===== src/hw/rtl/sll_pkg.sv =====
// shared types, constants and helper functions of the shell line lexer
`default_nettype none

package sll_pkg;

	// line positions saturate at the longest line
	localparam int MAX_LINE = 4096;
	localparam int POS_W    = $clog2(MAX_LINE + 1);
	localparam int SPAN_W   = 13;

	// results caused by one item, and bundle queue depth
	localparam int MAX_RES = 4;
	localparam int CNT_W   = $clog2(MAX_RES + 1);
	localparam int IDX_W   = $clog2(MAX_RES);
	localparam int QDEPTH  = 4;
	localparam int QPTR_W  = $clog2(QDEPTH);
	localparam int QCNT_W  = $clog2(QDEPTH + 1);

	// number of candidate results in fixed emission order
	localparam int NCAND = 6;

	typedef logic [POS_W-1:0] pos_t;
	typedef logic [SPAN_W-1:0] span_t;

	// event codes
	localparam logic [1:0] EV_CHAR     = 2'd0;
	localparam logic [1:0] EV_WORD_END = 2'd1;
	localparam logic [1:0] EV_OP       = 2'd2;
	localparam logic [1:0] EV_STATUS   = 2'd3;

	// operator kinds
	localparam logic [2:0] OP_LT   = 3'd0;
	localparam logic [2:0] OP_GT   = 3'd1;
	localparam logic [2:0] OP_GTGT = 3'd2;
	localparam logic [2:0] OP_PIPE = 3'd3;
	localparam logic [2:0] OP_OR   = 3'd4;
	localparam logic [2:0] OP_SEMI = 3'd5;
	localparam logic [2:0] OP_AMP  = 3'd6;
	localparam logic [2:0] OP_AND  = 3'd7;

	// held operator codes
	localparam logic [1:0] PEND_NONE = 2'd0;
	localparam logic [1:0] PEND_PIPE = 2'd1;
	localparam logic [1:0] PEND_AMP  = 2'd2;
	localparam logic [1:0] PEND_GT   = 2'd3;

	// character codes
	localparam logic [7:0] CH_TAB    = 8'h09;
	localparam logic [7:0] CH_NL     = 8'h0a;
	localparam logic [7:0] CH_SPACE  = 8'h20;
	localparam logic [7:0] CH_BANG   = 8'h21;
	localparam logic [7:0] CH_DQUOTE = 8'h22;
	localparam logic [7:0] CH_HASH   = 8'h23;
	localparam logic [7:0] CH_DOLLAR = 8'h24;
	localparam logic [7:0] CH_AMP    = 8'h26;
	localparam logic [7:0] CH_SQUOTE = 8'h27;
	localparam logic [7:0] CH_SEMI   = 8'h3b;
	localparam logic [7:0] CH_LT     = 8'h3c;
	localparam logic [7:0] CH_GT     = 8'h3e;
	localparam logic [7:0] CH_BSLASH = 8'h5c;
	localparam logic [7:0] CH_PIPE   = 8'h7c;
	localparam logic [7:0] CH_TILDE  = 8'h7e;

	// one result item
	typedef struct packed {
		logic [1:0]  event_res;
		logic [7:0]  char_value;
		logic [2:0]  op_kind;
		span_t       span_begin;
		span_t       span_end;
		logic        line_ok;
		logic        open_single;
		logic        open_double;
		logic        quote_error;
	} res_t;

	// all results of one item, packed from slot 0
	typedef struct packed {
		res_t [MAX_RES-1:0] recs;
		logic [CNT_W-1:0]   cnt;
	} bundle_t;

	function automatic pos_t sat_add(input pos_t v, input logic [1:0] k);
		logic [POS_W:0] r;
		r = {1'b0, v} + (POS_W + 1)'(k);
		if (r > (POS_W + 1)'(MAX_LINE))
			return POS_W'(MAX_LINE);
		return r[POS_W-1:0];
	endfunction

	function automatic span_t to_span(input pos_t p);
		return SPAN_W'(p);
	endfunction

	// backslash is dropped before these bytes
	function automatic logic esc_drops(input logic [7:0] c, input logic in_dbl);
		if (in_dbl)
			return c == CH_DQUOTE || c == CH_BSLASH || c == CH_DOLLAR ||
			       c == CH_BANG || c == CH_NL;
		return c == CH_SPACE || c == CH_TAB || c == CH_BSLASH || c == CH_SQUOTE ||
		       c == CH_DQUOTE || c == CH_DOLLAR || c == CH_BANG || c == CH_TILDE ||
		       c == CH_PIPE || c == CH_AMP || c == CH_SEMI || c == CH_LT ||
		       c == CH_GT || c == CH_NL;
	endfunction

	function automatic logic [2:0] single_kind(input logic [1:0] p);
		case (p)
			PEND_PIPE: return OP_PIPE;
			PEND_AMP:  return OP_AMP;
			PEND_GT:   return OP_GT;
			default:   return OP_LT;
		endcase
	endfunction

	function automatic logic [2:0] dbl_kind(input logic [1:0] p);
		case (p)
			PEND_PIPE: return OP_OR;
			PEND_AMP:  return OP_AND;
			PEND_GT:   return OP_GTGT;
			default:   return OP_LT;
		endcase
	endfunction

	function automatic logic [7:0] dbl_char(input logic [1:0] p);
		case (p)
			PEND_PIPE: return CH_PIPE;
			PEND_AMP:  return CH_AMP;
			PEND_GT:   return CH_GT;
			default:   return 8'd0;
		endcase
	endfunction

endpackage

`default_nettype wire


===== src/hw/rtl/sll_ifs.sv =====
// handshake channels for line bytes and lexer results
`default_nettype none

interface sll_byte_if;
	logic       valid;
	logic       ready;
	logic       mode;
	logic [7:0] char_code;

	modport source(output valid, output mode, output char_code, input ready);
	modport sink(input valid, input mode, input char_code, output ready);
endinterface

interface sll_tok_if;
	logic                      valid;
	logic                      ready;
	logic [1:0]                event_res;
	logic [7:0]                char_value;
	logic [2:0]                op_kind;
	logic [sll_pkg::SPAN_W-1:0] span_begin;
	logic [sll_pkg::SPAN_W-1:0] span_end;
	logic                      line_ok;
	logic                      open_single;
	logic                      open_double;
	logic                      quote_error;
	logic                      last;

	modport source(output valid, output event_res, output char_value, output op_kind,
		output span_begin, output span_end, output line_ok, output open_single,
		output open_double, output quote_error, output last, input ready);
	modport sink(input valid, input event_res, input char_value, input op_kind,
		input span_begin, input span_end, input line_ok, input open_single,
		input open_double, input quote_error, input last, output ready);
endinterface

`default_nettype wire


===== src/hw/rtl/shell_line_lexer.sv =====
// Shell command-line lexer: one byte or end-of-line item per cycle in, result items out.
// Throughput: one item accepted per cycle while the 4-entry bundle queue has room;
// results leave one per cycle while the sink is ready, up to 4 per item, set by the single output port.
// An accepted item's results are written into the queue and then loaded into the back end before the first is valid.
// Reset (arst_n low, asynchronous): line state cleared, queue empty, strict_mode set to 1.
`default_nettype none

module shell_line_lexer (
	input  wire       clk,
	input  wire       arst_n,
	sll_byte_if.sink  byte_ch,
	sll_tok_if.source tok_ch,
	input  wire       cfg_we,
	input  wire       cfg_wdata
);
	import sll_pkg::*;

	logic    q_push, q_room, q_pop, q_nonempty;
	bundle_t q_din, q_dout;

	// classify bytes and update lexer state
	sll_front u_front (
		.clk       (clk),
		.arst_n    (arst_n),
		.byte_ch   (byte_ch),
		.cfg_we    (cfg_we),
		.cfg_wdata (cfg_wdata),
		.q_room    (q_room),
		.push      (q_push),
		.bundle    (q_din)
	);

	// decoupling queue
	sll_queue u_queue (
		.clk      (clk),
		.arst_n   (arst_n),
		.push     (q_push),
		.din      (q_din),
		.room     (q_room),
		.pop      (q_pop),
		.dout     (q_dout),
		.nonempty (q_nonempty)
	);

	// serialize result items
	sll_back u_back (
		.clk        (clk),
		.arst_n     (arst_n),
		.q_dout     (q_dout),
		.q_nonempty (q_nonempty),
		.q_pop      (q_pop),
		.tok_ch     (tok_ch)
	);

	// a pushed bundle fits the slot count
	assert property (@(posedge clk) disable iff (!arst_n)
		q_push |-> (q_din.cnt != '0) && (q_din.cnt <= CNT_W'(MAX_RES)))
		else $error("bundle count out of range");

	// no push into a full queue
	assert property (@(posedge clk) disable iff (!arst_n)
		q_push |-> q_room)
		else $error("queue overflow");

	// rest of a bundle follows without a gap
	assert property (@(posedge clk) disable iff (!arst_n)
		(tok_ch.valid && tok_ch.ready && !tok_ch.last) |=> tok_ch.valid)
		else $error("bundle interrupted");

endmodule

`default_nettype wire


===== src/hw/rtl/sll_front.sv =====
// front end: lexer state update and result bundle for each accepted item
`default_nettype none

module sll_front (
	input  wire              clk,
	input  wire              arst_n,
	sll_byte_if.sink         byte_ch,
	input  wire              cfg_we,
	input  wire              cfg_wdata,
	input  wire              q_room,
	output logic             push,
	output sll_pkg::bundle_t bundle
);
	import sll_pkg::*;

	// lexer state
	pos_t       pos_q, word_first_q, word_after_q, quote_at_q, pend_at_q;
	logic       in_single_q, in_double_q, esc_q, esc_dbl_q;
	logic       word_open_q, word_text_q, comment_q, strict_q;
	logic [1:0] pend_q;

	pos_t       pos_n, word_first_n, word_after_n, quote_at_n, pend_at_n;
	logic       in_single_n, in_double_n, esc_n, esc_dbl_n;
	logic       word_open_n, word_text_n, comment_n;
	logic [1:0] pend_n;

	logic              acc;
	logic [NCAND-1:0]  cand_en;
	res_t [NCAND-1:0]  cand;

	assign byte_ch.ready = q_room;
	assign acc           = byte_ch.valid && byte_ch.ready;

	// next state and candidate results in emission order
	always_comb begin
		logic [7:0] c;
		logic       doubled;
		logic       unq;
		pos_t       nxt;
		c       = byte_ch.char_code;
		doubled = 1'b0;
		unq     = !in_single_q && !in_double_q;
		nxt     = sat_add(pos_q, 2'd1);

		pos_n        = pos_q;
		word_first_n = word_first_q;
		word_after_n = word_after_q;
		quote_at_n   = quote_at_q;
		pend_at_n    = pend_at_q;
		in_single_n  = in_single_q;
		in_double_n  = in_double_q;
		esc_n        = esc_q;
		esc_dbl_n    = esc_dbl_q;
		word_open_n  = word_open_q;
		word_text_n  = word_text_q;
		comment_n    = comment_q;
		pend_n       = pend_q;

		cand_en = '0;
		cand    = '0;
		cand[0].event_res = EV_OP;
		cand[1].event_res = EV_CHAR;
		cand[1].char_value = CH_BSLASH;
		cand[2].event_res = EV_CHAR;
		cand[2].char_value = c;
		cand[3].event_res = EV_WORD_END;
		cand[4].event_res = EV_OP;
		cand[5].event_res = EV_STATUS;

		if (!byte_ch.mode) begin
			if (comment_q) begin
				pos_n = nxt;
			end else begin
				// held operator resolves against this byte
				if (pend_q != PEND_NONE) begin
					cand_en[0]          = 1'b1;
					cand[0].span_begin  = to_span(pend_at_q);
					if (c == dbl_char(pend_q)) begin
						doubled           = 1'b1;
						cand[0].op_kind   = dbl_kind(pend_q);
						cand[0].span_end  = to_span(sat_add(pend_at_q, 2'd2));
					end else begin
						cand[0].op_kind   = single_kind(pend_q);
						cand[0].span_end  = to_span(sat_add(pend_at_q, 2'd1));
					end
					pend_n    = PEND_NONE;
					pend_at_n = '0;
				end
				if (!doubled) begin
					cand[3].span_begin = to_span(word_first_q);
					cand[3].span_end   = to_span(word_after_q);
					if (esc_q) begin
						cand_en[1]   = !esc_drops(c, esc_dbl_q);
						cand_en[2]   = 1'b1;
						word_text_n  = 1'b1;
						word_after_n = nxt;
						esc_n        = 1'b0;
					end else if (c == CH_BSLASH && !in_single_q) begin
						if (!word_open_q) begin
							word_open_n  = 1'b1;
							word_first_n = pos_q;
						end
						word_after_n = nxt;
						esc_n        = 1'b1;
						esc_dbl_n    = in_double_q;
					end else if (c == CH_SQUOTE && !in_double_q) begin
						if (!word_open_q) begin
							word_open_n  = 1'b1;
							word_first_n = pos_q;
						end
						word_after_n = nxt;
						if (!in_single_q)
							quote_at_n = pos_q;
						in_single_n = !in_single_q;
					end else if (c == CH_DQUOTE && !in_single_q) begin
						if (!word_open_q) begin
							word_open_n  = 1'b1;
							word_first_n = pos_q;
						end
						word_after_n = nxt;
						if (!in_double_q)
							quote_at_n = pos_q;
						in_double_n = !in_double_q;
					end else if (unq && (c == CH_SPACE || c == CH_TAB ||
						(c == CH_HASH && !word_text_q) || c == CH_LT || c == CH_SEMI ||
						c == CH_PIPE || c == CH_AMP || c == CH_GT)) begin
						// word boundary, comment start or operator
						cand_en[3]   = word_open_q;
						word_open_n  = 1'b0;
						word_text_n  = 1'b0;
						word_first_n = '0;
						word_after_n = '0;
						if (c == CH_HASH)
							comment_n = 1'b1;
						if (c == CH_LT || c == CH_SEMI) begin
							cand_en[4]         = 1'b1;
							cand[4].op_kind    = (c == CH_LT) ? OP_LT : OP_SEMI;
							cand[4].span_begin = to_span(pos_q);
							cand[4].span_end   = to_span(nxt);
						end else if (c == CH_PIPE) begin
							pend_n    = PEND_PIPE;
							pend_at_n = pos_q;
						end else if (c == CH_AMP) begin
							pend_n    = PEND_AMP;
							pend_at_n = pos_q;
						end else if (c == CH_GT) begin
							pend_n    = PEND_GT;
							pend_at_n = pos_q;
						end
					end else begin
						// ordinary word character
						if (!word_open_q) begin
							word_open_n  = 1'b1;
							word_first_n = pos_q;
						end
						cand_en[2]   = 1'b1;
						word_text_n  = 1'b1;
						word_after_n = nxt;
					end
				end
				pos_n = nxt;
			end
		end else begin
			// end of line: flush held operator and escape, report quotes
			if (pend_q != PEND_NONE) begin
				cand_en[0]         = 1'b1;
				cand[0].op_kind    = single_kind(pend_q);
				cand[0].span_begin = to_span(pend_at_q);
				cand[0].span_end   = to_span(sat_add(pend_at_q, 2'd1));
			end
			if (esc_q) begin
				cand_en[1]   = 1'b1;
				word_after_n = pos_q;
			end
			cand[3].span_begin  = to_span(word_first_q);
			cand[3].span_end    = to_span(word_after_n);
			cand_en[5]          = 1'b1;
			cand[5].open_single = in_single_q;
			cand[5].open_double = in_double_q;
			if (!unq && strict_q) begin
				cand[5].quote_error = 1'b1;
				cand[5].span_begin  = to_span(quote_at_q);
				cand[5].span_end    = to_span(word_after_n);
			end else begin
				cand_en[3]      = word_open_q;
				cand[5].line_ok = unq;
			end
			// line state back to reset
			pos_n        = '0;
			word_first_n = '0;
			word_after_n = '0;
			quote_at_n   = '0;
			pend_at_n    = '0;
			in_single_n  = 1'b0;
			in_double_n  = 1'b0;
			esc_n        = 1'b0;
			esc_dbl_n    = 1'b0;
			word_open_n  = 1'b0;
			word_text_n  = 1'b0;
			comment_n    = 1'b0;
			pend_n       = PEND_NONE;
		end
	end

	// pack enabled candidates from slot 0
	always_comb begin
		logic [CNT_W-1:0] k;
		k           = '0;
		bundle.recs = '0;
		for (int i = 0; i < NCAND; i++) begin
			if (cand_en[i]) begin
				if (k < CNT_W'(MAX_RES))
					bundle.recs[k[IDX_W-1:0]] = cand[i];
				k = k + 1'b1;
			end
		end
		bundle.cnt = k;
	end

	assign push = acc && (bundle.cnt != '0);

	// state registers
	always_ff @(posedge clk or negedge arst_n) begin
		if (!arst_n) begin
			pos_q        <= '0;
			word_first_q <= '0;
			word_after_q <= '0;
			quote_at_q   <= '0;
			pend_at_q    <= '0;
			in_single_q  <= 1'b0;
			in_double_q  <= 1'b0;
			esc_q        <= 1'b0;
			esc_dbl_q    <= 1'b0;
			word_open_q  <= 1'b0;
			word_text_q  <= 1'b0;
			comment_q    <= 1'b0;
			pend_q       <= PEND_NONE;
			strict_q     <= 1'b1;
		end else begin
			if (acc) begin
				pos_q        <= pos_n;
				word_first_q <= word_first_n;
				word_after_q <= word_after_n;
				quote_at_q   <= quote_at_n;
				pend_at_q    <= pend_at_n;
				in_single_q  <= in_single_n;
				in_double_q  <= in_double_n;
				esc_q        <= esc_n;
				esc_dbl_q    <= esc_dbl_n;
				word_open_q  <= word_open_n;
				word_text_q  <= word_text_n;
				comment_q    <= comment_n;
				pend_q       <= pend_n;
			end
			if (cfg_we)
				strict_q <= cfg_wdata;
		end
	end

endmodule

`default_nettype wire


===== src/hw/rtl/sll_queue.sv =====
// short queue of result bundles between front and back
`default_nettype none

module sll_queue (
	input  wire              clk,
	input  wire              arst_n,
	input  wire              push,
	input  sll_pkg::bundle_t din,
	output logic             room,
	input  wire              pop,
	output sll_pkg::bundle_t dout,
	output logic             nonempty
);
	import sll_pkg::*;

	bundle_t            slots_q [QDEPTH];
	logic [QPTR_W-1:0]  wr_ptr_q, rd_ptr_q;
	logic [QCNT_W-1:0]  cnt_q;

	assign room     = cnt_q != QCNT_W'(QDEPTH);
	assign nonempty = cnt_q != '0;
	assign dout     = slots_q[rd_ptr_q];

	// bundle storage
	always_ff @(posedge clk) begin
		if (push)
			slots_q[wr_ptr_q] <= din;
	end

	// pointers and fill count
	always_ff @(posedge clk or negedge arst_n) begin
		if (!arst_n) begin
			wr_ptr_q <= '0;
			rd_ptr_q <= '0;
			cnt_q    <= '0;
		end else begin
			if (push)
				wr_ptr_q <= wr_ptr_q + 1'b1;
			if (pop)
				rd_ptr_q <= rd_ptr_q + 1'b1;
			if (push && !pop)
				cnt_q <= cnt_q + 1'b1;
			else if (pop && !push)
				cnt_q <= cnt_q - 1'b1;
		end
	end

endmodule

`default_nettype wire


===== src/hw/rtl/sll_back.sv =====
// back end: walks each bundle and sends one result item per cycle while the sink is ready
`default_nettype none

module sll_back (
	input  wire              clk,
	input  wire              arst_n,
	input  sll_pkg::bundle_t q_dout,
	input  wire              q_nonempty,
	output logic             q_pop,
	sll_tok_if.source        tok_ch
);
	import sll_pkg::*;

	bundle_t           cur_q;
	logic              cur_valid_q;
	logic [IDX_W-1:0]  idx_q;
	res_t              rec;
	logic              is_last;
	logic              take;

	assign rec     = cur_q.recs[idx_q];
	assign is_last = (CNT_W'(idx_q) + 1'b1) == cur_q.cnt;
	assign take    = tok_ch.valid && tok_ch.ready;
	assign q_pop   = q_nonempty && (!cur_valid_q || (take && is_last));

	// output fields
	assign tok_ch.valid       = cur_valid_q;
	assign tok_ch.event_res   = rec.event_res;
	assign tok_ch.char_value  = rec.char_value;
	assign tok_ch.op_kind     = rec.op_kind;
	assign tok_ch.span_begin  = rec.span_begin;
	assign tok_ch.span_end    = rec.span_end;
	assign tok_ch.line_ok     = rec.line_ok;
	assign tok_ch.open_single = rec.open_single;
	assign tok_ch.open_double = rec.open_double;
	assign tok_ch.quote_error = rec.quote_error;
	assign tok_ch.last        = is_last;

	// current bundle payload
	always_ff @(posedge clk) begin
		if (q_pop)
			cur_q <= q_dout;
	end

	// bundle valid and result index
	always_ff @(posedge clk or negedge arst_n) begin
		if (!arst_n) begin
			cur_valid_q <= 1'b0;
			idx_q       <= '0;
		end else if (q_pop) begin
			cur_valid_q <= 1'b1;
			idx_q       <= '0;
		end else if (take && is_last) begin
			cur_valid_q <= 1'b0;
			idx_q       <= '0;
		end else if (take) begin
			idx_q <= idx_q + 1'b1;
		end
	end

endmodule

`default_nettype wire


===== src/flat_wrapper.sv =====
// flat-port wrapper written by rule: the top's interface ports become plain ports
module shell_line_lexer_flat import sll_pkg::*;
  (clk, arst_n, cfg_we, cfg_wdata, byte_ch_valid, byte_ch_mode, byte_ch_char_code, byte_ch_ready, tok_ch_valid, tok_ch_event_res, tok_ch_char_value, tok_ch_op_kind, tok_ch_span_begin, tok_ch_span_end, tok_ch_line_ok, tok_ch_open_single, tok_ch_open_double, tok_ch_quote_error, tok_ch_last, tok_ch_ready);
  sll_byte_if byte_ch_i ();
  sll_tok_if tok_ch_i ();
  input  wire clk;
  input  wire arst_n;
  input  wire cfg_we;
  input  wire cfg_wdata;
  input wire logic [$bits(byte_ch_i.valid)-1:0] byte_ch_valid;
  input wire logic [$bits(byte_ch_i.mode)-1:0] byte_ch_mode;
  input wire logic [$bits(byte_ch_i.char_code)-1:0] byte_ch_char_code;
  output wire logic [$bits(byte_ch_i.ready)-1:0] byte_ch_ready;
  output wire logic [$bits(tok_ch_i.valid)-1:0] tok_ch_valid;
  output wire logic [$bits(tok_ch_i.event_res)-1:0] tok_ch_event_res;
  output wire logic [$bits(tok_ch_i.char_value)-1:0] tok_ch_char_value;
  output wire logic [$bits(tok_ch_i.op_kind)-1:0] tok_ch_op_kind;
  output wire logic [$bits(tok_ch_i.span_begin)-1:0] tok_ch_span_begin;
  output wire logic [$bits(tok_ch_i.span_end)-1:0] tok_ch_span_end;
  output wire logic [$bits(tok_ch_i.line_ok)-1:0] tok_ch_line_ok;
  output wire logic [$bits(tok_ch_i.open_single)-1:0] tok_ch_open_single;
  output wire logic [$bits(tok_ch_i.open_double)-1:0] tok_ch_open_double;
  output wire logic [$bits(tok_ch_i.quote_error)-1:0] tok_ch_quote_error;
  output wire logic [$bits(tok_ch_i.last)-1:0] tok_ch_last;
  input wire logic [$bits(tok_ch_i.ready)-1:0] tok_ch_ready;
  assign byte_ch_i.valid = byte_ch_valid;
  assign byte_ch_i.mode = byte_ch_mode;
  assign byte_ch_i.char_code = byte_ch_char_code;
  assign byte_ch_ready = byte_ch_i.ready;
  assign tok_ch_valid = tok_ch_i.valid;
  assign tok_ch_event_res = tok_ch_i.event_res;
  assign tok_ch_char_value = tok_ch_i.char_value;
  assign tok_ch_op_kind = tok_ch_i.op_kind;
  assign tok_ch_span_begin = tok_ch_i.span_begin;
  assign tok_ch_span_end = tok_ch_i.span_end;
  assign tok_ch_line_ok = tok_ch_i.line_ok;
  assign tok_ch_open_single = tok_ch_i.open_single;
  assign tok_ch_open_double = tok_ch_i.open_double;
  assign tok_ch_quote_error = tok_ch_i.quote_error;
  assign tok_ch_last = tok_ch_i.last;
  assign tok_ch_i.ready = tok_ch_ready;
  shell_line_lexer u_core (.clk(clk), .arst_n(arst_n), .byte_ch(byte_ch_i), .tok_ch(tok_ch_i), .cfg_we(cfg_we), .cfg_wdata(cfg_wdata));
endmodule

===== config.mk =====
export PLATFORM = sky130hd
export DESIGN_NAME = shell_line_lexer_flat
export DESIGN_NICKNAME = d
export VERILOG_FILES = /design/src/hw/rtl/sll_pkg.sv /design/src/hw/rtl/sll_ifs.sv /design/src/hw/rtl/shell_line_lexer.sv /design/src/hw/rtl/sll_front.sv /design/src/hw/rtl/sll_queue.sv /design/src/hw/rtl/sll_back.sv /design/src/flat_wrapper.sv
export SDC_FILE = /design/constraint.sdc
export NUM_CORES = 1
export LEC_CHECK = 0
export BUFFER_PORTS_ARGS = -buffer_cell sky130_fd_sc_hd__buf_2
export CAP_MARGIN = 20
export CORE_MARGIN = 2
export CORE_UTILIZATION = 55
export CTS_CLUSTER_DIAMETER = 80
export DETAILED_ROUTE_END_ITERATION = 10
export PLACE_DENSITY_LB_ADDON = 0.25
export SLEW_MARGIN = 15
export SYNTH_ARGS = -nofsm -noshare
export SYNTH_HDL_FRONTEND = slang
export SYNTH_SLANG_ARGS = --single-unit
export TNS_END_PERCENT = 10

===== constraint.sdc =====
create_clock -name clk -period 12.47 [get_ports clk]
set_input_delay 2.494 -clock clk [delete_from_list [all_inputs] [get_ports clk]]
set_output_delay 2.494 -clock clk [all_outputs]
set_load 0.03 [all_outputs]

==> results_dict.tcl <==
set metrics [dict create \
    routed_wl_microns 97600 \
    syn-cell-area_sq_um 39900 \
    tns_ns 0 \
    hold_slack_ns 0.500 \
    power_density_nw_per_um2 213 \
    period_share_pct 70.8 \
    maxCapViolations 0 \
    ys_ff_latch 930 \
    dpl.hpwl_microns 58300 \
    ys_top_cells_by_count "edfxtp_1, mux4_2, nor2_1, nand2_1, a21oi_1" \
    numCtsBuffers 92 \
    yosysMostFrequentCell "edfxtp_1" \
    grt_pass1_vias 22900 \
    slew-limit-headroom_pct 23.2 \
    start_util_pct 55.7 \
    synth_edf_count 845 \
    coreArea_sq_um 71600 \
    area.growth.synth_to_final_pct 10.6 \
    initialDrtViolationCount 3149 \
    async_flop_share_pct 9.14 \
    post-route-util_pct 61.6 \
    finalMaxSlewViolations 0 \
    htree_levels 3 \
    hold_viol 0 \
    cts.clk_slew.worst_paths_ns 0.06 \
    yosys.area.top_type_share_pct 63.6 \
    syn_inst 2445 \
    io_buffers 60 \
    track_usage_pct 26.3 \
    die_x_microns 273 \
    r2r_start "u_core.u_front.pend_q[0]" \
    routedWlPerCell_microns 28.0 \
    critical_path_class "in2reg" \
    post_cts_buffers 0 \
    cts_tree "yes" \
    postCtsHoldBufs 0 \
    ios 61 \
    die_area_sq_um 74700 \
    leakage_nw 14.7 \
    synth_top_area_cell "edfxtp_1" \
    ys_seq_area_share_pct 69.0 \
    drc_errors 0 \
    outcome "finished clean" \
    syn_avg_cell_area_sq_um 16.3 \
    cp-end-kind "register" \
    cts_sinks 930 \
    gr-total-overflow 0 \
    synthTopCellsByArea "edfxtp_1, mux4_2, dfrtp_1" \
    ctsResizeCount 0 \
    critical_path_required_ns 12.74 \
    min-delay-start "u_core.u_front.word_first_q[5]" \
    hold_end "u_core.u_front.word_first_q[5]" \
    grt_start_max_net_pins 124 \
    fp-row-count 98 \
    grt_antenna_before_repair 1 \
    gp_congestion 0.924 \
    worst_clock_skew_ns 0.0262 \
    fin_area_sq_um 44100 \
    min_period_ns 8.83 \
    yosysWarnings 0 \
    cts_buffer_depth 3 \
    root_buffer "clkbuf_16" \
    ir_drop_uv 161 \
    total_power_mw 9.37 \
    dpl_cell_area_sq_um 41100 \
    r2r_cells 20 \
    whs_path_depth 1 \
    reg2reg_to "u_core.u_queue.slots_q[1][55]" \
    synth_ff_type "edfxtp_1" \
    layout-drive-gt1-share_pct 20.4 \
    hold_path.class "reg2reg" \
    cp-start-kind "input port" \
    crit_fanout 100 \
    synth_cell_types 96 \
    rsz0062_at_grt "no" \
    r2r_slack_ns 4.62 \
    ant_nets 0 \
    clock_latency_ns 0.67 \
    fin_nets 2515 \
    arrival_ns 9.09 \
    setup_viol 0 \
    diodes 0 \
    firstDrtPassIters 6 \
    grt_pass1_wl_microns 146000 \
    vias 23100 \
    fmax_mhz 113 \
    avgViaCountPerCell 6.61 \
    syn-num-nets 2493 \
    tightest_slew_ns 1.15 \
    die_h_microns 273 \
    nFillCells 5080 \
]
[flip-flops by register name, summed over array words and instances, names as in the netlist, 3 cells and up]
register                     flops
u_core.u_front.word_first_q     13
u_core.u_front.pend_at_q        13
u_core.u_queue.cnt_q             3
u_core.u_front.quote_at_q       13
u_core.u_front.word_after_q     13
u_core.u_front.pos_q            13
u_core.u_queue.slots_q         676
u_core.u_back.cur_q            169
[per-stage QoR]
stage / worst slack, ns / cells
after detailed placement: 3.05 / 3320
after floorplan: 1.57 / 2445
final: 3.64 / 3493
after CTS: 3.71 / 3490
after global routing: 3.26 / 3493
after global placement: 3.20 / 3320
[power by group]
part | internal [mW] | total, mW | switching, mW
logic | 0.929 | 2.26 | 1.33
registers | 4.15 | 4.40 | 0.255
clock network | 1.54 | 2.71 | 1.17
[critical path: stages]
cell,delay (ns)
buf_2,0.20
or3_1,0.42
a211o_1,0.39
o31ai_4,0.48
a2111oi_0,0.14
nor2_1,0.12
nor2_1,0.09
ha_1,0.55
and2_1,0.31
and2_1,0.58
clkinv_2,0.28
ha_1,0.37
inv_1,0.14
o21a_2,0.32
nor2_8,0.09
xor2_2,0.34
o2bb2ai_4,0.22
and2_4,0.76
buf_12,0.46
[layer usage]
layer	track usage (%)	vias to the layer above	wire [microns]
met1	37.9	11900	40300
li1	-	9783	-
met2	40.5	1202	46000
met3	5.53	220	8470
met4	8.93	0	2920
met5	0	-	0
[worst max path at each step]
stage	startpoint	to	slack, ns	cells past startpoint
after detailed placement	byte_ch_char_code[3]	u_core.u_queue.slots_q[1][55]	3.05	19
final	byte_ch_char_code[3]	u_core.u_queue.slots_q[1][55]	3.64	19
after floorplan	byte_ch_char_code[3]	u_core.u_queue.slots_q[0][0]	1.57	19
after global placement	byte_ch_char_code[2]	u_core.u_queue.slots_q[0][12]	3.20	19
after CTS	byte_ch_char_code[3]	u_core.u_queue.slots_q[1][12]	3.71	19
after global routing	byte_ch_char_code[2]	u_core.u_queue.slots_q[1][55]	3.26	19
[cells in the final DEF (no fill, tap or decap), drive strengths merged, types with 11 or more instances in the layout]
master,Yosys,final
edfxtp,845,845
mux4,211,211
nor2,150,150
clkbuf,108,117
nand2,114,114
o21ai,113,113
a21oi,108,108
buf,67,103
dfrtp,84,84
nand3,76,76
inv,51,54
nor3,46,46
a22o,45,45
clkinv,1,42
and2,33,33
ha,32,32
and3,32,32
a211oi,28,28
a31oi,23,23
o22ai,19,19
xnor2,19,19
mux2,19,19
xor2,17,17
nor4,17,17
nand4,13,13
o221ai,13,13
or3,12,12
o2bb2ai,11,11
[area by class of cell]
| cell class | instances | area [sq um] | area share, % |
|---|---|---|---|
| Clock inverter | 53 | 484 | 1.10 |
| Inverter | 52 | 196 | 0.445 |
| Multi-Input combinational cell | 1288 | 11500 | 26.2 |
| Sequential cell | 930 | 27500 | 62.4 |
| Tap cell | 950 | 1190 | 2.69 |
| Clock buffer | 117 | 2490 | 5.64 |
| Timing Repair Buffer | 103 | 701 | 1.59 |
[cell families after synthesis]
| kind of cell | count (synthesis) | share of synthesized area [%] |
|---|---|---|
| xor+xnor | 36 | 0.856 |
| buf+inv | 227 | 2.33 |
| simple gates | 543 | 6.75 |
| fa+ha+maj | 33 | 1.05 |
| flops | 930 | 69.0 |
| mux | 240 | 12.7 |
| compound gates | 436 | 7.32 |
(Power assumes the default switching activity.)
